==> config.mk <==
export PLATFORM = sky130hd
export DESIGN_NAME = tps_scale_unit
export DESIGN_NICKNAME = d
export VERILOG_FILES = /design/src/hw/rtl/tps_pkg.sv /design/src/hw/rtl/tps_scale_unit.sv
export SDC_FILE = /design/constraint.sdc
export NUM_CORES = 2
export LEC_CHECK = 0
export BUFFER_PORTS_ARGS = -buffer_cell sky130_fd_sc_hd__buf_2
export CORE_MARGIN = 8
export CORE_UTILIZATION = 40
export CTS_CLUSTER_SIZE = 40
export DETAILED_ROUTE_END_ITERATION = 10
export PLACE_DENSITY = 0.58
export SLEW_MARGIN = 20
export SYNTH_ARGS = -nofsm -noshare
export SYNTH_HDL_FRONTEND = slang
export SYNTH_SLANG_ARGS = --single-unit
==> constraint.sdc <==
create_clock -name clock -period 12.5 [get_ports clock]
set_input_delay 0.625 -clock clock [delete_from_list [all_inputs] [get_ports clock]]
set_output_delay 0.625 -clock clock [all_outputs]
set_load 0.02 [all_outputs]
==> src/hw/rtl/tps_pkg.sv <==
// ----------------------------------------------------------------------------
// Tensor permute scatter package
// Shared widths, codes, transaction payloads and control structs.
// ----------------------------------------------------------------------------
package tps_pkg;

   localparam int MAX_AXES     = 6;
   localparam int MAX_ELEMENTS = 4096;
   localparam int ADDR_W       = 12;
   localparam int AXIS_W       = 3;
   localparam int SIZE_W       = 8;
   localparam int COUNT_W      = 13;
   localparam int DATA_W       = 32;
   localparam int PROD_W       = 64;
   localparam int ACC_W        = 66;
   localparam int CSR_DATA_W   = 64;
   localparam int CSR_ADDR_W   = 6;
   localparam int SIZES_W      = 48;
   localparam int ORDER_W      = 18;

   typedef enum logic [1:0] {
      REQ_PRELOAD = 2'd0,
      REQ_SOURCE  = 2'd1,
      REQ_READ    = 2'd2,
      REQ_UNUSED  = 2'd3
   } tps_req_kind_type;

   typedef enum logic [2:0] {
      REG_DIMS      = 3'd0,
      REG_SIZES     = 3'd1,
      REG_ORDER     = 3'd2,
      REG_COUNT     = 3'd3,
      REG_SCALE_NEW = 3'd4,
      REG_SCALE_OLD = 3'd5
   } tps_reg_index_type;

   typedef enum logic [3:0] {
      ST_IDLE,
      ST_PRELOAD,
      ST_RD_ISSUE,
      ST_RD_DATA,
      ST_ADDR,
      ST_FETCH,
      ST_FETCH_DATA,
      ST_SCALE,
      ST_RESP
   } tps_state_type;

   typedef enum logic [1:0] {
      SC_IDLE,
      SC_MUL_NEW,
      SC_MUL_OLD,
      SC_SUM
   } tps_scale_phase_type;

   typedef struct packed {
      tps_req_kind_type           req_type;
      logic [ADDR_W-1:0]          entry_index;
      logic signed [DATA_W-1:0]   data_value;
   } tps_req_type;

   typedef struct packed {
      logic [ADDR_W-1:0]          dest_index;
      logic signed [DATA_W-1:0]   dest_value;
      logic                       last_element;
   } tps_rsp_type;

   typedef struct packed {
      logic [AXIS_W-1:0]                     dims;
      logic [MAX_AXES-1:0][SIZE_W-1:0]       sizes;
      logic [MAX_AXES-1:0][AXIS_W-1:0]       order;
      logic [COUNT_W-1:0]                    count;
   } tps_geom_type;

   typedef struct packed {
      logic start;
      logic step;
   } tps_addr_ctrl_type;

   typedef struct packed {
      logic              done;
      logic              last;
      logic [ADDR_W-1:0] addr;
   } tps_addr_stat_type;

endpackage

==> src/hw/rtl/tps_scale_unit.sv <==
// ----------------------------------------------------------------------------
// Scale and accumulate unit
// One 32x32 signed multiplier used for alpha*a then beta*old; rounds the
// Q32.32 sum to Q16.16 and saturates.
// ----------------------------------------------------------------------------
module tps_scale_unit (
   input  logic                               clock,
   input  logic                               reset,
   input  logic                               start,
   input  logic                               use_old,
   input  logic signed [tps_pkg::DATA_W-1:0]  alpha,
   input  logic signed [tps_pkg::DATA_W-1:0]  beta,
   input  logic signed [tps_pkg::DATA_W-1:0]  a_value,
   input  logic signed [tps_pkg::DATA_W-1:0]  old_value,
   output logic                               done,
   output logic signed [tps_pkg::DATA_W-1:0]  result
);
   import tps_pkg::*;

   tps_scale_phase_type       phase_ff, phase_in;
   logic signed [DATA_W-1:0]  a_ff, old_ff;
   logic signed [PROD_W-1:0]  prod_ff, prod_in;
   logic signed [ACC_W-1:0]   acc_ff, acc_in;
   logic                      done_ff, done_in;
   logic signed [DATA_W-1:0]  mul_x, mul_y;
   logic signed [PROD_W-1:0]  product;
   logic signed [ACC_W-17:0]  shifted;

   assign mul_x   = (phase_ff == SC_MUL_NEW) ? alpha : beta;
   assign mul_y   = (phase_ff == SC_MUL_NEW) ? a_ff : old_ff;
   assign product = mul_x * mul_y;

   always_comb begin
      phase_in = phase_ff;
      prod_in  = prod_ff;
      acc_in   = acc_ff;
      done_in  = 1'b0;
      unique case (phase_ff)
         SC_IDLE: begin
            if (start) begin
               phase_in = SC_MUL_NEW;
            end
         end
         SC_MUL_NEW: begin
            prod_in  = product;
            phase_in = SC_MUL_OLD;
         end
         SC_MUL_OLD: begin
            acc_in   = ACC_W'(prod_ff) + ACC_W'(32'sh8000);
            prod_in  = use_old ? product : '0;
            phase_in = SC_SUM;
         end
         SC_SUM: begin
            acc_in   = acc_ff + ACC_W'(prod_ff);
            done_in  = 1'b1;
            phase_in = SC_IDLE;
         end
         default: phase_in = SC_IDLE;
      endcase
   end

   always_ff @(posedge clock) begin
      if (reset) begin
         phase_ff <= SC_IDLE;
         done_ff  <= 1'b0;
      end else begin
         phase_ff <= phase_in;
         done_ff  <= done_in;
      end
      if (start) begin
         a_ff   <= a_value;
         old_ff <= old_value;
      end
      prod_ff <= prod_in;
      acc_ff  <= acc_in;
   end

   assign shifted = acc_ff[ACC_W-1:16];

   always_comb begin
      if (shifted > (ACC_W-16)'(32'sh7FFFFFFF)) begin
         result = 32'sh7FFFFFFF;
      end else if (shifted < -(ACC_W-16)'(64'sh80000000)) begin
         result = 32'sh80000000;
      end else begin
         result = shifted[DATA_W-1:0];
      end
   end

   assign done = done_ff;

endmodule

# Word-level counts from Yosys, hierarchy flattened
# Cells that the tools add are included.
# word_totals
register_bits,197
inputBits,132
output_inout_bits,33
wordCells,28
# op_classes
eq_ne,4
order_cmp,2
multipliers,1
reduce_logical,3
muxes,10
n_addsub,2
# ops
op,count
one-hot mux 66 bit (2 select lines),1
two-way mux 32 bit,4
one-hot mux 64 bit (2 select lines),1
adder 66 x 64 -> 66 bit,1
adder 64 x 17 -> 65 bit (second input constant),1
multiplier 32 x 32 -> 64 bit,1
two-way mux 64 bit,1
> comparator 50 x 32 -> 1 bit (second input constant),1
less-than comparator 50 x 32 -> 1 bit (second input constant),1
one-hot mux 2 bit (4 select lines),1
equality test 2 bit (second input constant),2
nonzero test 2 bit,2
equality test 2 x 1 -> 1 bit (second input constant),1
zero test 2 bit,1
two-way mux 2 bit,1
inequality test 2 bit (second input constant),1
two-way mux 1 bit,1

# Logic depth before layout (Yosys ltp)
# depth
word_depth,5
ltp_mapped,33
ltp_nobuf,30

# Worst setup path after synthesis
# Ideal clock, no wire load.
# synth_timing
kind,reg-to-reg
from,register phase_ff[1]
to,register prod_ff[63] (data pin)
period_less_slack_ps,9224
t_arrival_ps,8968
setup_ps,256
path_stages_with_launch,34
path_slack_ps,3276
path_cell_list,dfxtp_1 -> inv_1 -> ha_1 -> clkbuf_1 -> clkbuf_1 -> buf_1 -> mux2i_1 -> clkbuf_1 -> nor2_1 -> fa_1 -> inv_1 -> fa_1 -> inv_1 -> fa_1 -> fa_1 -> inv_1 -> fa_1 -> inv_1 -> fa_1 -> inv_1 -> fa_1 -> inv_1 -> fa_1 -> ha_1 -> a21o_1 -> a21o_1 -> a21o_1 -> a21oi_1 -> o21bai_1 -> a21o_1 -> a21o_1 -> a31oi_1 -> a211o_1 -> o21ai_1
# synth_via
elab_chain_cells,5
elab_cells_between_ends,7
# synth_rtl
item,line,source
start: declaration,tps_scale_unit.sv:20,"tps_scale_phase_type phase_ff, phase_in;"
start signal: assignment,tps_scale_unit.sv:67,phase_ff <= phase_in;
equality test 2 x 1 -> 1 bit,"tps_scale_unit.sv:29, tps_scale_unit.sv:30, tps_scale_unit.sv:38",
two-way mux 32 bit (on tied branches),"tps_scale_unit.sv:29, tps_scale_unit.sv:30",
multiplier 32 x 32 -> 64 bit,tps_scale_unit.sv:31,assign product = mul_x * mul_y;
two-way mux 64 bit,tps_scale_unit.sv:50,prod_in = use_old ? product : '0;
one-hot mux 64 bit (2 select lines) (*),tps_scale_unit.sv:38,unique case (phase_ff)
via prod_in[63],tps_scale_unit.sv:22,"logic signed [PROD_W-1:0] prod_ff, prod_in;"
end signal: assignment,tps_scale_unit.sv:74,prod_ff <= prod_in;
end: declaration,tps_scale_unit.sv:22,
# The timed path passes the listed nets; every way through them passes the cells marked *.
# A chain may end at the register's enable or synchronous reset.

# Worst setup path in the final report
# Same ends and word-level chain as after synthesis.

==> run summary <==
=================================================================================
Gr usage total                                                              23.8%
Count of pins over their slew limit                                             0
Number of buffers on the longest clock path                                     2
Count of antenna diodes in the layout                                           0
Number of top-level pins                                                      165
Worst min path class                                                 primary input to flip-flop
Vias in the first global route                                              39000
Critical Path Max Stage Delay                                             0.91 ns
Number of port buffers                                                        164
Simple-gate area share of the yosys netlist                                 13.8%
Global-route wire length before repair                                  239000 µm
Ratio of final minimum period to clock period                               81.7%
Number of H-tree branching levels                                               4
Number of distinct library cells after synthesis                               86
CP Capture Type                                                         flip-flop
Sequential share of the synthesized area                                    12.2%
Count of antenna-violating nets left after detailed routing                     0
Worst-path maximum fanout                                                      49
Transition time of the tightest slew-check pin                            1.18 ns
Number of DRC markers after the initial detailed-route iteration             2997
Unrepaired setup endpoints after global routing                                no
Antenna violations before repair                                                5
Fraction of the mapped netlist area in adder cells                          51.5%
Core outline area                                                      120000 µm²
Fraction of post-synthesis cell area in the top cell type by area           44.9%
Mapped Cells                                                                 5160
Share of layout cells above drive strength 1                                8.44%
Largest family of logic cells by synthesized area                     adder cells
Biggest area contributors in the synthesized netlist                 sky130_fd_sc_hd__fa_1, sky130_fd_sc_hd__edfxtp_1, sky130_fd_sc_hd__inv_1
Synth Area in Compound Gates                                                7.28%
Async set or reset register ratio after synthesis                              0%
Sum of met2 wire segment lengths after detailed routing                  67100 µm
Syn. warnings                                                                   0
Final number of setup-violating endpoints                                       0
Worst hold margin                                                        0.243 ns
Wire length on met1                                                      64500 µm
EDFF count, synth                                                             194
Pin count of the biggest net entering global routing                           67
Detail Route met3 WL                                                     18600 µm
Via count normalized by instance count                                       5.37
Fillers                                                                     11800
Critical setup path kind                                             flip-flop to flip-flop
Drt pass-1 iters                                                                6
Global route overflow                                                           0
Clock sinks                                                                   197
Count of nets after finishing                                                6660
CP arrival                                                               10.49 ns
Count of maximum capacitance violations                                         0
Minimum setup slack among reg-to-reg paths                                2.29 ns
Setup Buffers After CTS                                                         0
Floorplan die height                                                       363 µm
DRT Wirelength                                                          157000 µm
Number of storage elements in the synthesis netlist                           197
Slew headroom                                                               19.4%
Shortest period the worst path allows                                    10.21 ns
CTS Hold Bufs                                                                   0
Crit path launch type                                                   flip-flop
DIE WIDTH                                                                  363 µm
Wirelength per Cell                                                       23.0 µm
Highest-delay cell along the critical path                           sky130_fd_sc_hd__fa_1
Mean area per synthesized cell                                           9.36 µm²
Total via count in the routed design                                        36600
Xor and xnor area share after synthesis                                     2.87%
Cell area after synthesis                                               48300 µm²
Area added between synthesis and finish                                     7.22%
Synthesized Nets                                                             6630
TritonCTS clock tree                                                          yes
Site row count                                                                127
Worst setup skew after layout                                           0.0433 ns
Library cell occupying the most area in the post-synthesis netlist   sky130_fd_sc_hd__fa_1
Clock slew seen by the registers of the worst setup and hold paths        0.12 ns
Clock buffer count from CTS                                                    17
Highest Signal Layer                                                         met5
Hold violation count in the final report                                        0
DRC violation count after routing                                               0
Routability Congestion                                                      0.935
Resized cells post-CTS                                                          0
Starting density of the core                                                40.3%
Multiplexer area fraction after synthesis                                   2.96%
Outcome                                                              complete, no violations
Clk_lat worst skew                                                        0.55 ns
Root Buffer                                                          sky130_fd_sc_hd__clkbuf_16
Floorplan die area                                                     132000 µm²
Leading register cell type out of synthesis                          sky130_fd_sc_hd__edfxtp_1
Sum of negative setup slack                                                  0 ns
Placed wire-length estimate after detailed placement                    123000 µm
F_max                                                                  0.0980 GHz
Data required time at the worst endpoint                                 12.78 ns
=================================================================================
path summary, 6_finish.rpt:
kind	from	end	depth (start not counted)
setup reg to reg	phase_ff[1]	prod_ff[63]	30
hold / removal	a_value[30]	a_ff[30]	1
setup / recovery	phase_ff[1]	prod_ff[63]	30
hold reg to reg	prod_ff[7]	acc_ff[7]	1
cell usage in the layout, fill, tap and decap left out, types with 74 or more instances in the layout:
cell,n
sky130_fd_sc_hd__a21oi_1,166
sky130_fd_sc_hd__xnor2_1,105
sky130_fd_sc_hd__fa_1,1083
sky130_fd_sc_hd__nor2_1,688
sky130_fd_sc_hd__edfxtp_1,194
sky130_fd_sc_hd__nand2_1,661
sky130_fd_sc_hd__a21o_1,106
sky130_fd_sc_hd__buf_2,164
sky130_fd_sc_hd__inv_1,972
sky130_fd_sc_hd__ha_1,252
sky130_fd_sc_hd__buf_4,74
metrics by stage:
stage / setup slack, ns / cell area [µm²] / util (%) / std cells
floorplan: 3.28 / 48300 / - / 5160
global placement: 2.47 / 51100 / 42.7 / 6783
detailed placement: 2.35 / 51100 / 42.7 / 6783
CTS: 2.31 / 51800 / 43.2 / 6815
global route: 1.72 / 51800 / 43.2 / 6815
finish: 2.29 / 51800 / 43.2 / 6815
critical path, delay by kind of cell (launching register included):
kind / cells / cell delay [ns]
fa+ha+maj: 10 / 5.51
mux: 1 / 0.80
simple gates: 1 / 0.26
compound gates: 10 / 1.62
flops: 1 / 0.37
buf+inv: 8 / 1.32
cell usage after synthesis, types with 5 or more instances:
library cell / n
sky130_fd_sc_hd__a211o_1: 5
sky130_fd_sc_hd__a211oi_1: 17
sky130_fd_sc_hd__a21boi_0: 6
sky130_fd_sc_hd__a21o_1: 106
sky130_fd_sc_hd__a21oi_1: 166
sky130_fd_sc_hd__a21oi_2: 5
sky130_fd_sc_hd__a31oi_1: 18
sky130_fd_sc_hd__and2_1: 20
sky130_fd_sc_hd__and3_1: 21
sky130_fd_sc_hd__and4_1: 11
sky130_fd_sc_hd__buf_1: 18
sky130_fd_sc_hd__buf_2: 11
sky130_fd_sc_hd__clkbuf_1: 193
sky130_fd_sc_hd__edfxtp_1: 194
sky130_fd_sc_hd__fa_1: 1083
sky130_fd_sc_hd__ha_1: 255
sky130_fd_sc_hd__inv_1: 972
sky130_fd_sc_hd__mux2_2: 68
sky130_fd_sc_hd__mux2i_1: 65
sky130_fd_sc_hd__nand2_1: 661
sky130_fd_sc_hd__nand2b_1: 16
sky130_fd_sc_hd__nand3_1: 49
sky130_fd_sc_hd__nand4_1: 46
sky130_fd_sc_hd__nor2_1: 688
sky130_fd_sc_hd__nor2b_1: 13
sky130_fd_sc_hd__nor3_1: 35
sky130_fd_sc_hd__nor4_1: 6
sky130_fd_sc_hd__o211ai_1: 9
sky130_fd_sc_hd__o21a_1: 18
sky130_fd_sc_hd__o21ai_0: 72
sky130_fd_sc_hd__o21ai_1: 5
sky130_fd_sc_hd__o21bai_1: 18
sky130_fd_sc_hd__o22ai_1: 6
sky130_fd_sc_hd__o31a_1: 6
sky130_fd_sc_hd__o31ai_1: 6
sky130_fd_sc_hd__or2_2: 17
sky130_fd_sc_hd__or3_1: 5
sky130_fd_sc_hd__xnor2_1: 105
sky130_fd_sc_hd__xor2_1: 53
per-layer routing:
layer  global-route usage [%]  vias to the layer above
met5                        0                        -
met2                     36.2                     1861
li1                         -                    16000
met3                     7.89                      306
met1                     31.9                    18400
met4                     8.50                       10
cells by family after synthesis:
logic type / Yosys count
XOR/XNOR: 158
AO/OA/AOI/OAI: 523
adder cells (fa/ha/maj): 1338
buffers and inverters: 1202
AND/OR/NAND/NOR: 1608
flip-flops: 197
multiplexers: 134
final cells by class:
type / instances / area [µm²] / area share [%]
sequential: 197 / 5890 / 11.4
multi-input combinational: 3761 / 38200 / 73.8
clock inverter: 15 / 210 / 0.406
timing repair buffer: 239 / 1400 / 2.70
tap: 1612 / 2020 / 3.90
inverter: 974 / 3660 / 7.06
clock buffer: 17 / 425 / 0.822
registers in the layout, summed over array words and instances (netlist names):
signal,count
a_ff,32
prod_ff,64
done,1
old_ff,32
phase_ff,2
acc_ff,66
Power is left out: the tool's default activity adds up to more than one toggle a clock period on the data nets, which glitch-free logic cannot reach.
