$ cat src/hw/rtl/tps_pkg.sv
// ----------------------------------------------------------------------------
// Tensor permute scatter package
// Shared widths, codes, transaction payloads and control structs.
// ----------------------------------------------------------------------------
package tps_pkg;

   localparam int MAX_AXES     = 6;
   localparam int MAX_ELEMENTS = 4096;
   localparam int ADDR_W       = 12;
   localparam int AXIS_W       = 3;
   localparam int SIZE_W       = 8;
   localparam int COUNT_W      = 13;
   localparam int DATA_W       = 32;
   localparam int PROD_W       = 64;
   localparam int ACC_W        = 66;
   localparam int CSR_DATA_W   = 64;
   localparam int CSR_ADDR_W   = 6;
   localparam int SIZES_W      = 48;
   localparam int ORDER_W      = 18;

   typedef enum logic [1:0] {
      REQ_PRELOAD = 2'd0,
      REQ_SOURCE  = 2'd1,
      REQ_READ    = 2'd2,
      REQ_UNUSED  = 2'd3
   } tps_req_kind_type;

   typedef enum logic [2:0] {
      REG_DIMS      = 3'd0,
      REG_SIZES     = 3'd1,
      REG_ORDER     = 3'd2,
      REG_COUNT     = 3'd3,
      REG_SCALE_NEW = 3'd4,
      REG_SCALE_OLD = 3'd5
   } tps_reg_index_type;

   typedef enum logic [3:0] {
      ST_IDLE,
      ST_PRELOAD,
      ST_RD_ISSUE,
      ST_RD_DATA,
      ST_ADDR,
      ST_FETCH,
      ST_FETCH_DATA,
      ST_SCALE,
      ST_RESP
   } tps_state_type;

   typedef enum logic [1:0] {
      SC_IDLE,
      SC_MUL_NEW,
      SC_MUL_OLD,
      SC_SUM
   } tps_scale_phase_type;

   typedef struct packed {
      tps_req_kind_type           req_type;
      logic [ADDR_W-1:0]          entry_index;
      logic signed [DATA_W-1:0]   data_value;
   } tps_req_type;

   typedef struct packed {
      logic [ADDR_W-1:0]          dest_index;
      logic signed [DATA_W-1:0]   dest_value;
      logic                       last_element;
   } tps_rsp_type;

   typedef struct packed {
      logic [AXIS_W-1:0]                     dims;
      logic [MAX_AXES-1:0][SIZE_W-1:0]       sizes;
      logic [MAX_AXES-1:0][AXIS_W-1:0]       order;
      logic [COUNT_W-1:0]                    count;
   } tps_geom_type;

   typedef struct packed {
      logic start;
      logic step;
   } tps_addr_ctrl_type;

   typedef struct packed {
      logic              done;
      logic              last;
      logic [ADDR_W-1:0] addr;
   } tps_addr_stat_type;

endpackage

$ cat src/hw/rtl/tps_addr_unit.sv
// ----------------------------------------------------------------------------
// Destination address unit
// Source digit counter and a shared multiplier that walks the permuted
// positions to form the destination address.
// ----------------------------------------------------------------------------
module tps_addr_unit (
   input  logic                      clock,
   input  logic                      reset,
   input  tps_pkg::tps_geom_type     geom,
   input  tps_pkg::tps_addr_ctrl_type ctrl,
   output tps_pkg::tps_addr_stat_type stat
);
   import tps_pkg::*;

   logic [MAX_AXES-1:0][SIZE_W-1:0] digit_ff, digit_in;
   logic [ADDR_W-1:0]               pos_ff, pos_in;
   logic [ADDR_W-1:0]               before_ff, before_in;
   logic [ADDR_W-1:0]               acc_ff, acc_in;
   logic [AXIS_W-1:0]               slot_ff, slot_in;
   logic [MAX_AXES-1:0]             seen_ff, seen_in;
   logic                            phase_ff, phase_in;
   logic                            busy_ff, busy_in;
   logic                            done_ff, done_in;
   logic [AXIS_W-1:0]               axis;
   logic                            axis_ok;
   logic [SIZE_W-1:0]               mul_a;
   logic [ADDR_W+SIZE_W-1:0]        product;
   logic                            last;

   assign axis    = geom.order[slot_ff];
   assign axis_ok = axis < geom.dims;
   assign mul_a   = phase_ff ? (axis_ok ? geom.sizes[axis] : SIZE_W'(1))
                             : (axis_ok ? digit_ff[axis] : '0);
   assign product = mul_a * before_ff;
   assign last    = ({1'b0, pos_ff} + COUNT_W'(1)) >= geom.count;

   always_comb begin
      logic carry;
      carry     = 1'b1;
      digit_in  = digit_ff;
      pos_in    = pos_ff;
      before_in = before_ff;
      acc_in    = acc_ff;
      slot_in   = slot_ff;
      seen_in   = seen_ff;
      phase_in  = phase_ff;
      busy_in   = busy_ff;
      done_in   = 1'b0;
      if (ctrl.start) begin
         slot_in   = geom.dims - AXIS_W'(1);
         before_in = ADDR_W'(1);
         acc_in    = '0;
         seen_in   = '0;
         phase_in  = 1'b0;
         busy_in   = 1'b1;
      end else if (busy_ff) begin
         if (!phase_ff) begin
            if (axis_ok && !seen_ff[axis]) begin
               acc_in        = acc_ff + product[ADDR_W-1:0];
               seen_in[axis] = 1'b1;
            end
            phase_in = 1'b1;
         end else begin
            phase_in = 1'b0;
            if (slot_ff == '0) begin
               busy_in = 1'b0;
               done_in = 1'b1;
            end else begin
               before_in = product[ADDR_W-1:0];
               slot_in   = slot_ff - AXIS_W'(1);
            end
         end
      end
      if (ctrl.step) begin
         if (last) begin
            pos_in   = '0;
            digit_in = '0;
         end else begin
            pos_in = pos_ff + ADDR_W'(1);
            for (int k = MAX_AXES - 1; k >= 0; k--) begin
               if (AXIS_W'(k) < geom.dims && carry) begin
                  if (({1'b0, digit_ff[k]} + 9'd1) >= {1'b0, geom.sizes[k]}) begin
                     digit_in[k] = '0;
                  end else begin
                     digit_in[k] = digit_ff[k] + SIZE_W'(1);
                     carry       = 1'b0;
                  end
               end
            end
         end
      end
   end

   always_ff @(posedge clock) begin
      if (reset) begin
         digit_ff <= '0;
         pos_ff   <= '0;
         busy_ff  <= 1'b0;
         done_ff  <= 1'b0;
         phase_ff <= 1'b0;
      end else begin
         digit_ff <= digit_in;
         pos_ff   <= pos_in;
         busy_ff  <= busy_in;
         done_ff  <= done_in;
         phase_ff <= phase_in;
      end
      before_ff <= before_in;
      acc_ff    <= acc_in;
      slot_ff   <= slot_in;
      seen_ff   <= seen_in;
   end

   assign stat.done = done_ff;
   assign stat.last = last;
   assign stat.addr = acc_ff;

endmodule

$ cat config.mk
export PLATFORM = sky130hd
export DESIGN_NAME = tps_addr_unit
export DESIGN_NICKNAME = d
export VERILOG_FILES = /design/src/hw/rtl/tps_pkg.sv /design/src/hw/rtl/tps_addr_unit.sv
export SDC_FILE = /design/constraint.sdc
export NUM_CORES = 1
export LEC_CHECK = 0
export ABC_AREA = 1
export CORE_ASPECT_RATIO = 1.1
export CORE_UTILIZATION = 45
export CTS_CLUSTER_SIZE = 14
export DETAILED_ROUTE_END_ITERATION = 16
export DONT_BUFFER_PORTS = 1
export PLACE_DENSITY = 0.58
export RECOVER_POWER = 100
export SKIP_LAST_GASP = 1
export SLEW_MARGIN = 15
export SYNTH_ARGS = -nofsm -noshare
export SYNTH_HDL_FRONTEND = slang
export SYNTH_SLANG_ARGS = --single-unit
$ cat constraint.sdc
create_clock -name clock -period 6.75 [get_ports clock]
set_input_delay 1.35 -clock clock [delete_from_list [all_inputs] [get_ports clock]]
set_output_delay 1.35 -clock clock [all_outputs]
set_load 0.02 [all_outputs]
Word-level counts from Yosys, hierarchy flattened
Cells that the tools add are included.
{"block": "op_classes", "n_addsub": 17, "mul": 1, "order_cmp": 17, "n_eq_ne": 1, "mux": 57, "bitwise_logic": 4, "n_reduce_logical": 28}
{"operator": "$mux W8", "count": 17}
{"operator": "$add A8 B1 Y9 const B", "count": 6}
{"operator": "$ge A9 B8 Y1", "count": 6}
{"operator": "$add A8 B1 Y8 const B", "count": 6}
{"operator": "$bmux W8 S3", "count": 2}
{"operator": "$mux W48", "count": 1}
{"operator": "$mux W1", "count": 28}
{"operator": "$reduce_bool A2 Y1", "count": 8}
{"operator": "$mux W3", "count": 5}
{"operator": "$add A12 B1 Y13 const B", "count": 1}
{"operator": "$ge A13 B13 Y1", "count": 1}
{"operator": "$add A12 B1 Y12 const B", "count": 1}
{"operator": "$add A12 B12 Y12", "count": 1}
{"operator": "$mul A8 B12 Y12", "count": 1}
{"operator": "$mux W12", "count": 1}
{"operator": "$reduce_and A2 Y1", "count": 6}
{"operator": "$bmux W3 S3", "count": 1}
{"operator": "$reduce_and A3 Y1", "count": 3}
{"operator": "$lt A3 B4 Y1 const B", "count": 2}
{"operator": "$logic_and A1 B1 Y1", "count": 7}
{"operator": "$lt A1 B3 Y1 const A", "count": 2}
{"operator": "$lt A2 B3 Y1 const A", "count": 2}
{"operator": "$lt A3 B3 Y1 const A", "count": 2}
{"operator": "$or A6 B6 Y6", "count": 1}
{"operator": "11 further kinds", "count": 14}
{"block": "word_totals", "reg_bits": 96, "input_bits": 86, "output_inout_bits": 14, "elab_cells": 139}

Depth between registers and ports, before layout
{"block": "logic_depth", "ltp_word": 25, "depth_mapped": 46, "ltp_nobuf": 46}

Worst setup path after synthesis
OpenSTA, ideal clock, no wires.
{"block": "synth_path", "kind": "input port to flip-flop", "from": "input geom[18] in the netlist's numbering", "to": "register acc_ff[11]", "arrival_ps": 7086, "path_slack_ps": -399, "stages": 36, "n_path_buf": 2, "cell_sequence": "inv_1 nand2_1 nand3_1 nand2_1 nand2_1 nand2_4 ha_1 a21oi_1 nand2_1 clkinv_2 buf_6 clkbuf_1 nand3_1 fa_1 fa_1 inv_1 fa_1 inv_1 fa_1 inv_1 ha_1 inv_1 o21ai_0 xor2_1 inv_1 ha_1 a21oi_1 nand2_1 nand2_1 nand2_1 a21oi_1 nand3b_1 nand3_1 nand2_1 inv_1 nor2_1"}
{"block": "synth_via", "elab_chain_cells": 8, "word_cells_on_any_way": 17}
{"element": "start: declaration", "line_no": "tps_addr_unit.sv:9", "rtl": "input tps_pkg::tps_geom_type geom,"}
{"element": "$bmux W3 S3 (*)", "line_no": "tps_addr_unit.sv:30", "rtl": "assign axis = geom.order[slot_ff];"}
{"element": "$mux W3 (implied by the code) (*)", "line_no": "tps_addr_unit.sv:30"}
{"element": "$bmux W8 S3, on equally long branches", "line_no": "tps_addr_unit.sv:33, tps_addr_unit.sv:32"}
{"element": "$mux W8, on equally long branches (2 in a row)", "line_no": "tps_addr_unit.sv:33, tps_addr_unit.sv:32"}
{"element": "$mux W8 (*)", "line_no": "tps_addr_unit.sv:32", "rtl": "assign mul_a = phase_ff ? (axis_ok ? geom.sizes[axis] : SIZE_W'(1))"}
{"element": "$mul A8 B12 Y12 (*)", "line_no": "tps_addr_unit.sv:34", "rtl": "assign product = mul_a * before_ff;"}
{"element": "via product[8]", "line_no": "tps_addr_unit.sv:27", "rtl": "logic [ADDR_W+SIZE_W-1:0] product;"}
{"element": "$add A12 B12 Y12 (*)", "line_no": "tps_addr_unit.sv:59", "rtl": "acc_in = acc_ff + product[ADDR_W-1:0];"}
{"element": "end signal: assignment", "line_no": "tps_addr_unit.sv:109", "rtl": "acc_ff <= acc_in;"}
{"element": "end: declaration", "line_no": "tps_addr_unit.sv:18", "rtl": "logic [ADDR_W-1:0] acc_ff, acc_in;"}
Mark *: on every way through the listed nets, which the timed path passes. The rest lies on a longest branch. The select of a mux whose other input is x is not followed.
A chain may end at the register's enable or synchronous reset.

Worst setup path after layout
{"block": "layout_path", "from": "input geom[15] in the netlist's numbering", "to": "register acc_ff[11]"}
The elaborated chain is that of the path after synthesis.

==> flow_summary_export.csv <==
group,metric,value,unit
outcome,status,"finished clean",
critical_path,crit_top_cell,"nand2_1",
floorplan,fp.dieH,159.0,um
clock_network,clkTransAtPathRegs,0.08,ns
floorplan,num_rows,57,
logic_synthesis,ys_ff_latch,96,
final_layout,syn_to_final_growth,19.07,%
logic_synthesis,synthFlopType,"dfxtp_1",
routing,dr.max_layer_used,"met4",
floorplan,die_x,144.7,um
final_layout,layout_common_cells,"262 x nand2_1, 253 x inv_1, 141 x nor2_1, 115 x a21oi_1, 105 x buf_4",
final_layout,fin_util,54.45,%
power,leakage,5.935,nW
logic_synthesis,ys_types,55,
critical_path,crit_required,7.06,ns
critical_path,cp.arrival,6.86,ns
final_layout,fin_nets,1821,
final_layout,num-fill-cells,2224,
critical_path,max_stage_delay,0.54,ns
final_layout,drive_above_1_share,17.36,%
global_routing,grt_max_degree,50,
floorplan,core,22040,um2
routing,routed_wl,30450,um
placed_design,gp_congestion,0.9313,
critical_path,reg2reg_slack,0.48,ns
global_routing,grt_overflow,0,
sta,worst_pin_slew,0.8056,ns
critical_path,path_max_fanout,7,
logic_synthesis,synth_nets,1733,
routing,drt_first_pass_iters,5,
routing,wl_met2,15190,um
logic_synthesis,postSynthCellCount,1504,
routing,final_antenna_net_count,0,
critical_path,crit_path_end_kind,"flip-flop",
final_layout,diodes,0,
sta,rsz0062_at_grt,"yes",
critical_path,regToRegStartpoint,"slot_ff[1]",
logic_synthesis,synth_edf_count,3,
floorplan,io-pin-count,100,
routing,met3WireLength,1181,um
clock_network,cts.sinks,96,
placed_design,port_buffers,0,
critical_path,critPathKind,"input pin to flip-flop",
sta,hold_viol_final,0,
placed_design,post_dp_cell_area,11040,um2
hold_path,hold_end,"seen_ff[5]",
global_routing,antenna_found_initial,0,
flow_run,cap_violations,0,
placed_design,hpwl,24270,um
clock_network,ctsHoldBuffers,0,
routing,wl_met1,12950,um
power,p_per_area,201.6,nW/um2
sta,slew_headroom,46.09,%
final_layout,multiInputGateArea,7326,um2
sta,fin_crit_sh,97.09,%
routing,wl_per_cell,16.10,um
sta,layout_setup_ws,0.1965,ns
clock_network,cts_made_buffers,9,
clock_network,clockRootBuffer,"clkbuf_16",
logic_synthesis,synth_area,10080,um2
final_layout,register_area,1952,um2
global_routing,first_global_vias,9623,
sta,fmaxAchievable,152.6,MHz
logic_synthesis,yosysSeqAreaShare,19.37,%
sta,setup-violations-final,0,
hold_path,hold_start,"seen_ff[5]",
floorplan,start_util,45.73,%
logic_synthesis,synth_warnings,0,
critical_path,reg2reg_depth,34,
hold_path,hold_depth,2,
routing,drc,0,
critical_path,crit_path_top_delay_cell,"fa_1",
sta,fin_skew,0.01168,ns
global_routing,grt_use_total,27.12,%
final_layout,fin_area,12000,um2
sta,slew_viol_final,0,
routing,vias_per_cell,5.200,
critical_path,r2r-end,"acc_ff[11]",
placed_design,dp_worst_setup_slack,-0.3291,ns
clock_network,clk_latency,0.37,ns
floorplan,dieArea,23000,um2
clock_network,cts_tree,"yes",
logic_synthesis,synthArstFlopShare,0,%
critical_path,critPathLaunchType,"input pin",
hold_path,hold_path.class,"flip-flop to flip-flop",
power,irDropWorstVdd,0.1380,mV
logic_synthesis,avgSynthCellArea,6.700,um2
routing,dr_total_vias,9833,
sta,min_period,6.554,ns
routing,initialDrtViolationCount,560,
global_routing,grt_pass1_wl,48540,um
final_layout,layout_commonest_cell,"nand2_1",
clock_network,htree_levels,3,
clock_network,cts.path.max_buffers,2,
## kinds of logic after synthesis
kind of cell | synth area share [%]
simple gates | 28.64
buf+inv | 12.85
compound gates | 13.40
fa+ha+maj | 20.51
flops | 19.37
xor+xnor | 5.128
mux | 0.09933
## cell type report
type	count	area share, %
clock buffers	10	2.086
clock inverters	5	0.8968
flip-flops and latches	96	16.27
repair buffers	116	7.748
inverters	279	8.874
multi-input cells	1090	61.05
well taps	295	3.076
## synth_stat cells, drive strengths merged (24+ instances only)
cell type | n | share of area, %
nor3 | 24 | 1.4
o21ai | 52 | 2.6
fa | 37 | 7.4
nor2 | 173 | 6.9
inv | 275 | 10
ha | 106 | 13
nand3 | 113 | 6.0
xor2 | 49 | 4.3
a21oi | 127 | 6.4
dfxtp | 93 | 18
nand2 | 297 | 12
## layer usage
metal / vias to the layer above / track usage, %
met3: 68 / 3.128
met2: 241 / 47.01
met4: 0 / 11.24
met1: 4506 / 33.60
met5: - / 0
li1: 5018 / -
## worst max path at each step
| stage | startpoint | end | slack, ns |
|---|---|---|---|
| 6_report | geom[15] | acc_ff[11] | 0.20 |
| 3_3_place_gp | geom[18] | acc_ff[11] | -0.31 |
| 4_1_cts | geom[24] | acc_ff[11] | 0.05 |
| 5_1_grt | geom[30] | acc_ff[11] | -0.19 |
| 3_5_place_dp | geom[24] | acc_ff[11] | -0.33 |
| 2_1_floorplan | geom[27] | acc_ff[11] | 0.02 |
## where the power goes
part / switching, W / leakage [nW] / internal [W]
clock network: 0.000256 / 0.175 / 0.000386
logic: 0.000634 / 4.98 / 0.000494
registers: 0.0000491 / 0.785 / 0.000599
## worst max-delay path, delay by kind of cell
| family | cells | cell delay (ns) |
|---|---|---|
| and+or+nand+nor | 20 | 1.79 |
| AOI/OAI and AO/OA | 3 | 0.42 |
| buffers and inverters | 9 | 0.55 |
| adders and majority gates | 6 | 2.53 |
| xor gates and xnor gates | 1 | 0.19 |
## stage by stage
stage	power [W]	std cells	hold slack, ns	setup TNS, ns
floorplan	0.001252	1504	0.4301	0
global placement	0.001613	1855	0.4314	-0.8787
detailed placement	0.001620	1855	0.4407	-0.9512
CTS	0.002261	1870	0.4519	0
global route	0.002569	1891	0.4784	-0.2339
finish	0.002419	1891	0.4525	0
## what timing repair did
item | in CTS | in global routing
hold endpoints to repair | 0 | 0
setup buffers | 0 | 18
setup endpoints to repair | 0 | 6
resized for setup | 0 | 115
## flip-flops by register name, indices dropped and copies added (netlist names), 3 cells and up
register,cells
digit_ff,48
before_ff,12
acc_ff,12
pos_ff,12
seen_ff,6
slot_ff,3
(Power assumes the default switching activity.)
